--- config.mk ---
export PLATFORM = sky130hd
export DESIGN_NAME = gregorian_date_engine
export DESIGN_NICKNAME = d
export VERILOG_FILES = /design/src/rtl/gde_pkg.sv /design/src/rtl/gde_div.sv /design/src/rtl/gregorian_date_engine.sv
export SDC_FILE = /design/constraint.sdc
export NUM_CORES = 2
export LEC_CHECK = 0
export BUFFER_PORTS_ARGS = -buffer_cell sky130_fd_sc_hd__buf_2
export CORE_MARGIN = 5
export CORE_UTILIZATION = 30
export DETAILED_ROUTE_END_ITERATION = 8
export HOLD_SLACK_MARGIN = 0.02
export PLACE_DENSITY = 0.49
export RECOVER_POWER = 100
export REMOVE_ABC_BUFFERS = 1
export SLEW_MARGIN = 20
export SYNTH_ARGS = -nofsm -noshare
export SYNTH_HDL_FRONTEND = slang
export SYNTH_SLANG_ARGS = --single-unit
--- constraint.sdc ---
create_clock -name clk -period 6.9 [get_ports clk]
set_clock_uncertainty 0.05 [all_clocks]
set_input_delay 0.69 -clock clk [delete_from_list [all_inputs] [get_ports clk]]
set_output_delay 0.69 -clock clk [all_outputs]
set_load 0.005 [all_outputs]
--- src/rtl/gde_pkg.sv ---
package gde_pkg;

  localparam int YEAR_W       = 14;
  localparam int YEAR_MAX_DEF = 9999;
  localparam int DIV_W        = 18;
  localparam int DSR_W        = 7;

  localparam logic [2:0] FN_LOAD   = 3'd0;
  localparam logic [2:0] FN_DAYS   = 3'd1;
  localparam logic [2:0] FN_MONTHS = 3'd2;
  localparam logic [2:0] FN_YEARS  = 3'd3;
  localparam logic [2:0] FN_QUERY  = 3'd4;

  localparam logic [1:0] ST_OK       = 2'd0;
  localparam logic [1:0] ST_BAD_DATE = 2'd1;
  localparam logic [1:0] ST_RANGE    = 2'd2;

  localparam logic REG_EPOCH_YEAR = 1'b0;
  localparam logic REG_EPOCH_WDAY = 1'b1;

  localparam logic [1:0] DV_7   = 2'd0;
  localparam logic [1:0] DV_12  = 2'd1;
  localparam logic [1:0] DV_100 = 2'd2;

  typedef struct packed {
    logic [2:0]         func;
    logic [13:0]        year_in;
    logic [3:0]         month_in;
    logic [4:0]         day_in;
    logic signed [15:0] amount;
  } in_t;

  typedef struct packed {
    logic [13:0] year_out;
    logic [3:0]  month_out;
    logic [4:0]  day_out;
    logic [2:0]  weekday;
    logic [5:0]  week_number;
    logic [1:0]  status;
  } out_t;

  function automatic logic [4:0] month_len(input logic [3:0] m, input logic leap);
    logic [4:0] len;
    len = 5'd31;
    case (m)
      4'd2: len = leap ? 5'd29 : 5'd28;
      4'd4, 4'd6, 4'd9, 4'd11: len = 5'd30;
      default: len = 5'd31;
    endcase
    return len;
  endfunction

endpackage

--- src/rtl/gde_div.sv ---
module gde_div
  import gde_pkg::*;
(
  input  logic             clk,
  input  logic             rst_n,
  input  logic             go,
  input  logic [DIV_W-1:0] a,
  input  logic [1:0]       sel,
  output logic             done,
  output logic [DIV_W-1:0] quot,
  output logic [DSR_W-1:0] rem
);

  localparam int MUL_W  = 19;
  localparam int PROD_W = DIV_W + MUL_W;

  localparam logic [MUL_W-1:0] RECIP_7   = 19'd299594;
  localparam logic [MUL_W-1:0] RECIP_12  = 19'd349526;
  localparam logic [MUL_W-1:0] RECIP_100 = 19'd335545;

  logic [DIV_W-1:0]  a_r;
  logic [1:0]        sel_r;
  logic              mul_r;
  logic              back_r;
  logic              done_r;
  logic [DIV_W-1:0]  quot_r;
  logic [DSR_W-1:0]  rem_r;
  logic [MUL_W-1:0]  recip_c;
  logic [DSR_W-1:0]  dsr_c;
  logic [PROD_W-1:0] prod_c;
  logic [DIV_W-1:0]  quot_c;
  logic [DIV_W-1:0]  back_c;

  assign prod_c = a_r * recip_c;
  assign back_c = a_r - quot_r * {{(DIV_W-DSR_W){1'b0}}, dsr_c};

  always_comb begin
    unique case (sel_r)
      DV_7: begin
        recip_c = RECIP_7;
        dsr_c   = 7'd7;
        quot_c  = DIV_W'(prod_c[PROD_W-1:21]);
      end
      DV_12: begin
        recip_c = RECIP_12;
        dsr_c   = 7'd12;
        quot_c  = DIV_W'(prod_c[PROD_W-1:22]);
      end
      default: begin
        recip_c = RECIP_100;
        dsr_c   = 7'd100;
        quot_c  = DIV_W'(prod_c[PROD_W-1:25]);
      end
    endcase
  end

  always_ff @(posedge clk) begin
    if (!rst_n) begin
      mul_r  <= 1'b0;
      back_r <= 1'b0;
      done_r <= 1'b0;
    end else begin
      mul_r  <= go;
      back_r <= mul_r;
      done_r <= back_r;
    end
  end

  always_ff @(posedge clk) begin
    if (go) begin
      a_r   <= a;
      sel_r <= sel;
    end
    if (mul_r) begin
      quot_r <= quot_c;
    end
    if (back_r) begin
      rem_r <= back_c[DSR_W-1:0];
    end
  end

  assign done = done_r;
  assign quot = quot_r;
  assign rem  = rem_r;

endmodule

--- src/rtl/gregorian_date_engine.sv ---
// Gregorian date engine: holds one date and applies one request at a time.
// Input: raise start with a request on in_req while busy is low; the request
// is taken at that edge and busy stays high until the result appears.
// Functions: load, add days, add months, add years, query.
// Output: out_strobe is high for one cycle with the result on out_rsp; the
// receiver cannot stall, so the result must be taken in that cycle.
// Configuration: cfg_we with cfg_idx/cfg_wdata writes epoch year or epoch
// weekday at once; write only while busy is low.
// Sequencing: all division runs through one three-stage reciprocal unit. A
// query takes seven or eight divisions (leap test, four century terms, two
// remainders by 7, and a week-number division unless in week 1) plus one
// step per month before the current one. A valid load adds a leap test;
// adding days adds one plus a step per month walked and a leap test per year
// crossed; adding months adds a division by 12; adding years from Feb 29 adds a leap test.
// Throughput: busy drops in the strobe cycle, so the next request may be
// taken at the edge that ends it.
// Reset (synchronous, rst_n low): date 2001-01-01, epoch year 2001, epoch
// weekday Monday, block idle.
module gregorian_date_engine
  import gde_pkg::*;
#(
  parameter int YEAR_MAX = YEAR_MAX_DEF
) (
  input  logic        clk,
  input  logic        rst_n,
  input  logic        start,
  output logic        busy,
  input  in_t         in_req,
  output logic        out_strobe,
  output out_t        out_rsp,
  input  logic        cfg_we,
  input  logic        cfg_idx,
  input  logic [13:0] cfg_wdata
);

  localparam logic [13:0] YMAX = YEAR_MAX[13:0];

  typedef enum logic [16:0] {
    S_IDLE      = 17'h00001,
    S_LEAP_GO   = 17'h00002,
    S_LEAP_FIN  = 17'h00004,
    S_DIV_WAIT  = 17'h00008,
    S_LOAD_CHK  = 17'h00010,
    S_DAYS      = 17'h00020,
    S_MON_FIN   = 17'h00040,
    S_YEARS_FIN = 17'h00080,
    S_COMMIT    = 17'h00100,
    S_DOY       = 17'h00200,
    S_WK_GO     = 17'h00400,
    S_WK_FIN    = 17'h00800,
    S_MOD_GO    = 17'h01000,
    S_MOD_FIN   = 17'h02000,
    S_W1_FIN    = 17'h04000,
    S_WN_FIN    = 17'h08000,
    S_EMIT      = 17'h10000
  } state_t;

  state_t state_r, div_ret_r, leap_ret_r;

  logic [13:0] cur_y_r, ey_r, y_r;
  logic [3:0]  cur_m_r, m_r, mcnt_r;
  logic [4:0]  cur_d_r;
  logic [2:0]  ew_r, wd_r;
  logic signed [17:0] d_r;
  logic [1:0]  status_r, k_r;
  logic        leap_r;
  logic [8:0]  doy_r;
  logic signed [16:0] acc_r;
  logic [5:0]  week_r;
  logic        out_strobe_r;
  out_t        out_rsp_r;

  logic             div_go_r;
  logic [DIV_W-1:0] div_a_r;
  logic [1:0]       div_sel_r;
  logic             div_done;
  logic [DIV_W-1:0] div_quot;
  logic [DSR_W-1:0] div_rem;

  gde_div u_div (
    .clk  (clk),
    .rst_n(rst_n),
    .go   (div_go_r),
    .a    (div_a_r),
    .sel  (div_sel_r),
    .done (div_done),
    .quot (div_quot),
    .rem  (div_rem)
  );

  logic [4:0]         mlen_c, mprev_c;
  logic signed [17:0] dsum_c;
  logic [19:0]        y12_c;
  logic signed [19:0] tot_c;
  logic signed [16:0] ny_c;
  logic [14:0]        ya_c, ea_c;
  logic signed [16:0] acc_init_c;
  logic signed [16:0] mod_a_c;
  logic [14:0]        wk_op_c;
  logic [3:0]         fs_c;

  assign mlen_c  = month_len(m_r, leap_r);
  assign mprev_c = month_len(m_r - 4'd1, leap_r);
  assign dsum_c  = $signed({13'd0, cur_d_r}) + $signed({{2{in_req.amount[15]}}, in_req.amount});
  assign y12_c   = ({6'd0, cur_y_r} << 3) + ({6'd0, cur_y_r} << 2);
  assign tot_c   = $signed(y12_c) + $signed({16'd0, cur_m_r}) - 20'sd1
                 + $signed({{4{in_req.amount[15]}}, in_req.amount});
  assign ny_c    = $signed({3'd0, cur_y_r}) + $signed({in_req.amount[15], in_req.amount});
  assign ya_c    = {1'b0, y_r} + 15'd3;
  assign ea_c    = {1'b0, ey_r} + 15'd3;
  assign acc_init_c = $signed({14'd0, ew_r}) + $signed({3'd0, y_r}) - $signed({3'd0, ey_r})
                    + $signed({4'd0, ya_c[14:2]}) - $signed({4'd0, ea_c[14:2]})
                    + $signed({8'd0, doy_r});
  assign mod_a_c = acc_r + 17'sd28672;
  assign fs_c    = 4'd7 - {1'b0, div_rem[2:0]};

  always_comb begin
    case (k_r)
      2'd0: wk_op_c = {1'b0, y_r} + 15'd99;
      2'd1: wk_op_c = {1'b0, y_r} + 15'd399;
      2'd2: wk_op_c = {1'b0, ey_r} + 15'd99;
      default: wk_op_c = {1'b0, ey_r} + 15'd399;
    endcase
  end

  always_ff @(posedge clk) begin
    if (!rst_n) begin
      state_r      <= S_IDLE;
      cur_y_r      <= 14'd2001;
      cur_m_r      <= 4'd1;
      cur_d_r      <= 5'd1;
      ey_r         <= 14'd2001;
      ew_r         <= 3'd1;
      div_go_r     <= 1'b0;
      out_strobe_r <= 1'b0;
    end else begin
      out_strobe_r <= 1'b0;
      div_go_r     <= 1'b0;
      if (cfg_we) begin
        unique case (cfg_idx)
          REG_EPOCH_YEAR: ey_r <= cfg_wdata;
          REG_EPOCH_WDAY: ew_r <= cfg_wdata[2:0];
          default: ;
        endcase
      end
      unique case (state_r)
        S_IDLE: begin
          if (start) begin
            status_r   <= ST_OK;
            y_r        <= cur_y_r;
            m_r        <= cur_m_r;
            d_r        <= $signed({13'd0, cur_d_r});
            leap_ret_r <= S_COMMIT;
            state_r    <= S_COMMIT;
            case (in_req.func)
              FN_LOAD: begin
                if (in_req.year_in == 14'd0 || in_req.year_in > YMAX) begin
                  status_r <= ST_RANGE;
                end else if (in_req.month_in == 4'd0 || in_req.month_in > 4'd12 ||
                             in_req.day_in == 5'd0) begin
                  status_r <= ST_BAD_DATE;
                end else begin
                  y_r        <= in_req.year_in;
                  m_r        <= in_req.month_in;
                  d_r        <= $signed({13'd0, in_req.day_in});
                  leap_ret_r <= S_LOAD_CHK;
                  state_r    <= S_LEAP_GO;
                end
              end
              FN_DAYS: begin
                d_r        <= dsum_c;
                leap_ret_r <= S_DAYS;
                state_r    <= S_LEAP_GO;
              end
              FN_MONTHS: begin
                if (tot_c < 20'sd12) begin
                  status_r <= ST_RANGE;
                end else begin
                  div_a_r   <= tot_c[17:0];
                  div_sel_r <= DV_12;
                  div_go_r  <= 1'b1;
                  div_ret_r <= S_MON_FIN;
                  state_r   <= S_DIV_WAIT;
                end
              end
              FN_YEARS: begin
                if (ny_c < 17'sd1 || ny_c > $signed({3'd0, YMAX})) begin
                  status_r <= ST_RANGE;
                end else begin
                  y_r <= ny_c[13:0];
                  if (cur_m_r == 4'd2 && cur_d_r == 5'd29) begin
                    leap_ret_r <= S_YEARS_FIN;
                    state_r    <= S_LEAP_GO;
                  end
                end
              end
              default: ;
            endcase
          end
        end
        S_LEAP_GO: begin
          div_a_r   <= {4'd0, y_r};
          div_sel_r <= DV_100;
          div_go_r  <= 1'b1;
          div_ret_r <= S_LEAP_FIN;
          state_r   <= S_DIV_WAIT;
        end
        S_DIV_WAIT: begin
          if (div_done) begin
            state_r <= div_ret_r;
          end
        end
        S_LEAP_FIN: begin
          leap_r  <= (y_r[1:0] == 2'd0) && (div_rem != '0 || div_quot[1:0] == 2'd0);
          state_r <= leap_ret_r;
        end
        S_LOAD_CHK: begin
          if (d_r > $signed({13'd0, mlen_c})) begin
            status_r <= ST_BAD_DATE;
          end
          state_r <= S_COMMIT;
        end
        S_DAYS: begin
          if (d_r > $signed({13'd0, mlen_c})) begin
            d_r <= d_r - $signed({13'd0, mlen_c});
            if (m_r == 4'd12) begin
              m_r <= 4'd1;
              if (y_r == YMAX) begin
                status_r <= ST_RANGE;
                state_r  <= S_COMMIT;
              end else begin
                y_r     <= y_r + 14'd1;
                state_r <= S_LEAP_GO;
              end
            end else begin
              m_r <= m_r + 4'd1;
            end
          end else if (d_r < 18'sd1) begin
            if (m_r == 4'd1) begin
              if (y_r == 14'd1) begin
                status_r <= ST_RANGE;
                state_r  <= S_COMMIT;
              end else begin
                m_r     <= 4'd12;
                y_r     <= y_r - 14'd1;
                d_r     <= d_r + 18'sd31;
                state_r <= S_LEAP_GO;
              end
            end else begin
              m_r <= m_r - 4'd1;
              d_r <= d_r + $signed({13'd0, mprev_c});
            end
          end else begin
            state_r <= S_COMMIT;
          end
        end
        S_MON_FIN: begin
          if (div_quot > {4'd0, YMAX}) begin
            status_r <= ST_RANGE;
          end else begin
            y_r <= div_quot[13:0];
            m_r <= div_rem[3:0] + 4'd1;
          end
          state_r <= S_COMMIT;
        end
        S_YEARS_FIN: begin
          if (!leap_r) begin
            m_r <= 4'd3;
            d_r <= 18'sd1;
          end
          state_r <= S_COMMIT;
        end
        S_COMMIT: begin
          if (status_r == ST_OK) begin
            cur_y_r <= y_r;
            cur_m_r <= m_r;
            cur_d_r <= d_r[4:0];
            doy_r   <= {4'd0, d_r[4:0]} - 9'd1;
          end else begin
            y_r   <= cur_y_r;
            m_r   <= cur_m_r;
            d_r   <= $signed({13'd0, cur_d_r});
            doy_r <= {4'd0, cur_d_r} - 9'd1;
          end
          mcnt_r     <= 4'd1;
          leap_ret_r <= S_DOY;
          state_r    <= S_LEAP_GO;
        end
        S_DOY: begin
          if (mcnt_r < m_r) begin
            doy_r  <= doy_r + {4'd0, month_len(mcnt_r, leap_r)};
            mcnt_r <= mcnt_r + 4'd1;
          end else begin
            acc_r   <= acc_init_c;
            k_r     <= 2'd0;
            state_r <= S_WK_GO;
          end
        end
        S_WK_GO: begin
          div_a_r   <= {3'd0, wk_op_c};
          div_sel_r <= DV_100;
          div_go_r  <= 1'b1;
          div_ret_r <= S_WK_FIN;
          state_r   <= S_DIV_WAIT;
        end
        S_WK_FIN: begin
          case (k_r)
            2'd0: acc_r <= acc_r - $signed({9'd0, div_quot[7:0]});
            2'd1: acc_r <= acc_r + $signed({11'd0, div_quot[7:2]});
            2'd2: acc_r <= acc_r + $signed({9'd0, div_quot[7:0]});
            default: acc_r <= acc_r - $signed({11'd0, div_quot[7:2]});
          endcase
          k_r     <= k_r + 2'd1;
          state_r <= (k_r == 2'd3) ? S_MOD_GO : S_WK_GO;
        end
        S_MOD_GO: begin
          div_a_r   <= {1'b0, mod_a_c};
          div_sel_r <= DV_7;
          div_go_r  <= 1'b1;
          div_ret_r <= S_MOD_FIN;
          state_r   <= S_DIV_WAIT;
        end
        S_MOD_FIN: begin
          wd_r      <= div_rem[2:0];
          div_a_r   <= {15'd0, div_rem[2:0]} + 18'd371 - {9'd0, doy_r};
          div_sel_r <= DV_7;
          div_go_r  <= 1'b1;
          div_ret_r <= S_W1_FIN;
          state_r   <= S_DIV_WAIT;
        end
        S_W1_FIN: begin
          if (doy_r < {5'd0, fs_c}) begin
            week_r  <= 6'd1;
            state_r <= S_EMIT;
          end else begin
            div_a_r   <= {9'd0, doy_r - {5'd0, fs_c}};
            div_sel_r <= DV_7;
            div_go_r  <= 1'b1;
            div_ret_r <= S_WN_FIN;
            state_r   <= S_DIV_WAIT;
          end
        end
        S_WN_FIN: begin
          week_r  <= div_quot[5:0] + 6'd2;
          state_r <= S_EMIT;
        end
        S_EMIT: begin
          out_strobe_r <= 1'b1;
          state_r      <= S_IDLE;
        end
        default: state_r <= S_IDLE;
      endcase
    end
  end

  always_ff @(posedge clk) begin
    if (state_r == S_EMIT) begin
      out_rsp_r.year_out    <= cur_y_r;
      out_rsp_r.month_out   <= cur_m_r;
      out_rsp_r.day_out     <= cur_d_r;
      out_rsp_r.weekday     <= wd_r;
      out_rsp_r.week_number <= week_r;
      out_rsp_r.status      <= status_r;
    end
  end

  assign busy       = (state_r != S_IDLE);
  assign out_strobe = out_strobe_r;
  assign out_rsp    = out_rsp_r;

endmodule

# Word-level counts from Yosys, hierarchy flattened
# Cells that the tools add are included.
# totals
register_bits,275
wordCells,330
out_inout_bits,36
# classes
eq_ne,68
add_sub_neg,41
n_reduce_logical,50
n_bitwise,1
mul,2
muxes,122
n_lt_le_gt_ge,10
# ops
op,n
17-bit 2-to-1 mux,14
18-bit 2-to-1 mux,11
17-bit one-hot mux with 11 select lines,1
14-bit 2-to-1 mux,12
9-bit 2-to-1 mux,13
18-bit one-hot mux with 6 select lines,1
17-bit one-hot mux with 2 select lines,3
17-bit one-hot mux with 6 select lines,1
18-bit one-hot mux with 4 select lines,1
14-bit one-hot mux with 4 select lines,1
4-bit 2-to-1 mux,13
17-bit one-hot mux with 3 select lines,1
15-bit one-hot mux with 3 select lines,1
18-bit by 19-bit multiplier with 37-bit output,1
18-bit one-hot mux with 2 select lines,1
9-bit one-hot mux with 4 select lines,1
2-bit 2-to-1 mux,17
16-bit one-hot mux with 2 select lines,1
"14-bit by 2-bit adder with 15-bit output, second input constant",2
"14-bit by 7-bit adder with 15-bit output, second input constant",2
"14-bit by 9-bit adder with 15-bit output, second input constant",2
"4-bit equality test, second input constant",7
14-bit one-hot mux with 2 select lines,1
9-bit one-hot mux with 3 select lines,1
112 further kinds,185

# Longest topological paths before layout
# depth
word_depth,9
ltp_mapped,28
mapped_depth_nobuf,25

# Hierarchy
# Synthesis repeated with hierarchy kept, for this count alone.
# hier_totals
cells_unflattened,3491
area_unflattened_um2,30877.1
# modules_own_cells
mod,area_each_um2,cells_each,instances
gregorian_date_engine,19750.2,2337,1
gde_div,11126.9,1154,1

# Least setup slack after synthesis
# Ideal clock, no wire load.
# synth_timing
path_kind,reg-to-reg
start,register u_div.sel_r[1]
end,"register u_div.quot_r[8], in the netlist u_div.quot[8] (data pin)"
arrival_time_ns,7.082
setup_time_ns,0.260
stages_incl_launch_ff,28
path_buffers,4
setup_slack_ns,-0.492
path_cell_list,edfxtp_1 clkbuf_1 clkbuf_1 clkbuf_1 clkbuf_1 nand2_1 fa_1 inv_1 fa_1 inv_1 fa_1 inv_1 fa_1 fa_1 inv_1 fa_1 inv_1 ha_1 a21o_1 a21o_1 a211o_1 a211o_1 a211o_1 a21oi_1 o21ai_0 xnor2_1 o21ai_0 mux2_2
# synth_via
elab_chain_len,4
word_cells_on_any_way,5
cone_classes,1 x mul; 1 x eq/ne; 2 x mux; 1 x reduce/logical
# synth_lines
item,line_no,source
"start, declared",gde_div.sv:22,logic [1:0] sel_r;
"start signal, assigned",gde_div.sv:72,sel_r <= sel;
2-bit by 1-bit equality test with 1-bit output / 2-bit logical NOT (equally long branches),gde_div.sv:38,unique case (sel_r)
17-bit one-hot mux with 2 select lines,gde_div.sv:38,
18-bit by 19-bit multiplier with 37-bit output,gde_div.sv:34,assign prod_c = a_r * recip_c;
16-bit one-hot mux with 2 select lines *,gde_div.sv:38,
named net u_div.quot_c[8],gde_div.sv:31,logic [DIV_W-1:0] quot_c;
"end signal, assigned",gde_div.sv:75,quot_r <= quot_c;
"end, declared",gde_div.sv:26,logic [DIV_W-1:0] quot_r;
# The timed path passes the listed nets; every way through them passes the cells marked *.
# A chain may end at the register's enable or synchronous reset.

# Worst setup path after layout
# layout_timing
start,register u_div.sel_r[0]
end,"register u_div.quot_r[7], in the netlist u_div.quot[7] (data pin)"
# The elaborated chain is that of the path after synthesis.

==> out/qor.yml <==
vias: 25900
gp_congestion: 0.905
root_buffer: "clkbuf_16"
yosysSeqAreaShare: 0.222
drtAntennaViolNets: 0
drt-initial-drc-count: 2109
drive_above_1_share: 0.144
ys_warn_count: 0
ys_seq_elements: 250
yosys-top-cells-count: "inv_1 (561), ha_1 (352), nand2_1 (329)"
r2r_end: "u_div.quot[7]"
cap_violations: 5
cp_data_required_time_ns: 7.17
slew_headroom: -1.28
fin_area_um2: 36000
coreArea_um2: 102000
fin_setup_tns_ns: -1.04
register_area_um2: 6890
synth_area_um2: 31000
grt_pass1_vias: 26300
track_usage: 0.184
power_density_nw_per_um2: 255
violations: "capacitance limit, slew limit, setup timing"
num_io_pins: 97
clk_pin_slew_ns: 0.06
r2r_cells: 24
worst_pin_slew_ns: 3.43
finalSetupViolations: 12
crit_fanout: 6
ir_drop_mv: 0.242
yosysTopAreaCell: "edfxtp_1"
finalCritPeriodShare: 1.03
utilization: 0.352
netlist-cell-type-count: 100
timing.fmax_mhz: 141
hp-start: "cfg_wdata[0]"
ctsHoldBuffers: 0
r2r-start: "u_div.sel_r[0]"
grtUsageMet2: 0.318
max-clock-path-buffers: 3
yosysTopAreaCellShare: 0.182
multi_input_area_um2: 21800
startpoint_type: "flop"
fp.dieH_um: 331
hold_path_depth: 3
ctsHtreeMaxLevel: 1
grt_pass1_wl_um: 160000
cts_made_buffers: 30
whs_endpoint: "ey_r[0]"
crit_type: "reg2reg"
syn_to_final_growth_pct: 16.1
cts.sinks: 250
grt_max_degree: 66
clk_latency_ns: 0.62
routed_wl_um: 104000
detail_route.wl_per_cell_um: 20.3
io_buffers: 96
fillers: 10800
endpoint_kind: "flop"
async_flop_share: 0
status: "complete, but fails checks"
synth-main-ff-cell: "edfxtp_1"
via_per_inst: 5.06
rrSetupSlack_ns: -0.18
die-area_um2: 110000
busiest_layer: "met2"
dr.pass1.iters: 5
hpwl_um: 84800
hold_path_class: "in2reg"
cts_tree: "yes"
total_power_mw: 9.17
place_area_um2: 34300
leakage_nw: 16.1
synthMostInstantiatedCell: "inv_1"
grt_setup_unrepaired: "yes"
start_util: 0.303
fin_crit_ns: 7.08
row_count: 117
use_met1: 0.251
synth-edff-count: 188
syn_area_per_cell_um2: 8.90
drc: 0
ys_top_cells_by_area: "edfxtp_1 (18%), fa_1 (17%), ha_1 (14%), inv_1 (6.8%), xnor2_1 (4.1%)"
hold_viol_final: 0
antenna_found_initial: 0
diodes: 0
setup_ws_ns: -0.176
finalMaxSlewViolations: 132
arrival_ns: 7.35
syn_inst: 3481
met3_usage: 0.0180
final_nets: 4405
grt_overflow: 0
dieWidth_um: 331
## through the flow
stage | cells | hold slack [ns] | setup slack (ns)
after CTS | 5109 | 0.244 | -0.0934
after detailed placement | 5023 | 0.355 | -0.423
after global placement | 5023 | 0.353 | -0.352
final | 5117 | 0.275 | -0.176
after global routing | 5117 | 0.283 | -0.444
after floorplan | 3340 | 0.350 | -0.976
## power by group
part / total, mW / internal, mW / switching, mW
sequential: 2.02 / 1.88 / 0.145
clock: 1.63 / 0.881 / 0.749
combinational: 5.52 / 2.43 / 3.09
total: 9.17 / 5.19 / 3.98
## registers in the layout (all words and copies together), names as in the netlist, 3 cells and up
signal / flops
ew_r: 3
doy_r: 9
d_r: 18
cur_y_r: 14
leap_ret_r: 5
div_a_r: 18
m_r: 4
week_r: 6
acc_r: 17
div_ret_r: 6
mcnt_r: 4
u_div.rem: 7
state_r: 17
u_div.quot: 16
cur_m_r: 4
y_r: 14
u_div.a_r: 18
ey_r: 14
out_rsp: 34
wd_r: 3
cur_d_r: 5
## final cells by class
| type | count | share of cell area |
|---|---|---|
| Clock buffer | 34 | 0.0222 |
| Clock inverter | 22 | 0.00553 |
| Inverter | 565 | 0.0590 |
| Multi-Input combinational cell | 2525 | 0.607 |
| Sequential cell | 250 | 0.192 |
| Tap cell | 1368 | 0.0476 |
| Timing Repair Buffer | 353 | 0.0672 |
## critical path, stage by stage, from the launching register on
cell and delay, ns:
edfxtp_1 0.44, or2_4 0.28, buf_4 0.15, buf_12 0.13
and2_4 0.17, fa_1 0.49, inv_1 0.06, fa_1 0.51
inv_1 0.06, fa_1 0.55, fa_1 0.46, fa_1 0.51
inv_1 0.05, fa_1 0.49, inv_2 0.05, ha_4 0.25
a21o_1 0.21, a211o_1 0.28, a211o_4 0.30, a211o_1 0.33
a21oi_2 0.20, o21bai_1 0.10, a21oi_1 0.17, xor2_1 0.28
o221ai_1 0.20
## worst max-delay path by stage
stage                               from        endpoint  slack (ns)  cells after the start
after global routing      u_div.sel_r[1]   u_div.quot[7]       -0.44                     26
after floorplan           u_div.sel_r[0]   u_div.quot[8]       -0.98                     25
final                     u_div.sel_r[0]   u_div.quot[7]       -0.18                     24
after CTS                 u_div.sel_r[1]   u_div.quot[7]       -0.09                     25
after detailed placement  u_div.sel_r[0]  u_div.quot[11]       -0.42                     23
after global placement    u_div.sel_r[0]  u_div.quot[11]       -0.35                     25
## per-layer routing
metal | wire (um) | vias up
met5 | 0 | -
met4 | 2450 | 0
met3 | 5640 | 143
met2 | 49400 | 736
met1 | 46600 | 12700
li1 | - | 12300
## layout by cell type, fill, tap and decap left out, drive strengths merged, types with 11 or more instances in the layout
cell,instances
o21bai,16
nor4,33
edfxtp,188
or3,18
nor3b,17
mux2i,48
nand4,21
nor2,205
a21oi,161
a211oi,27
a22oi,16
a21boi,29
o21a,14
a211o,12
inv,564
a221oi,19
clkinv,13
xnor2,145
a222oi,17
nor2b,23
a31oi,34
and3,28
o22ai,11
nand2,329
ha,352
nand3,61
nand2b,38
or2,14
clkbuf,76
and2,33
buf,311
o211ai,34
dfxtp,62
fa,267
nor3,70
xor2,82
o21ai,167
a21o,40
## kinds of logic after synthesis
group | share of synthesized area
adder cells (fa/ha/maj) | 0.315
AND/OR/NAND/NOR | 0.144
other | 0.000242
buffers and inverters | 0.0887
multiplexers | 0.0184
flip-flops | 0.222
XOR/XNOR | 0.0642
AO/OA/AOI/OAI | 0.148
## repair_timing
item / CTS / global route
resized for setup: 114 / 31
buffers inserted: 29 / 8
cloned: 1 / 0
endpoints found under the setup margin: 15 / 16
pin swaps: 92 / 41
(Power assumes the default switching activity.)
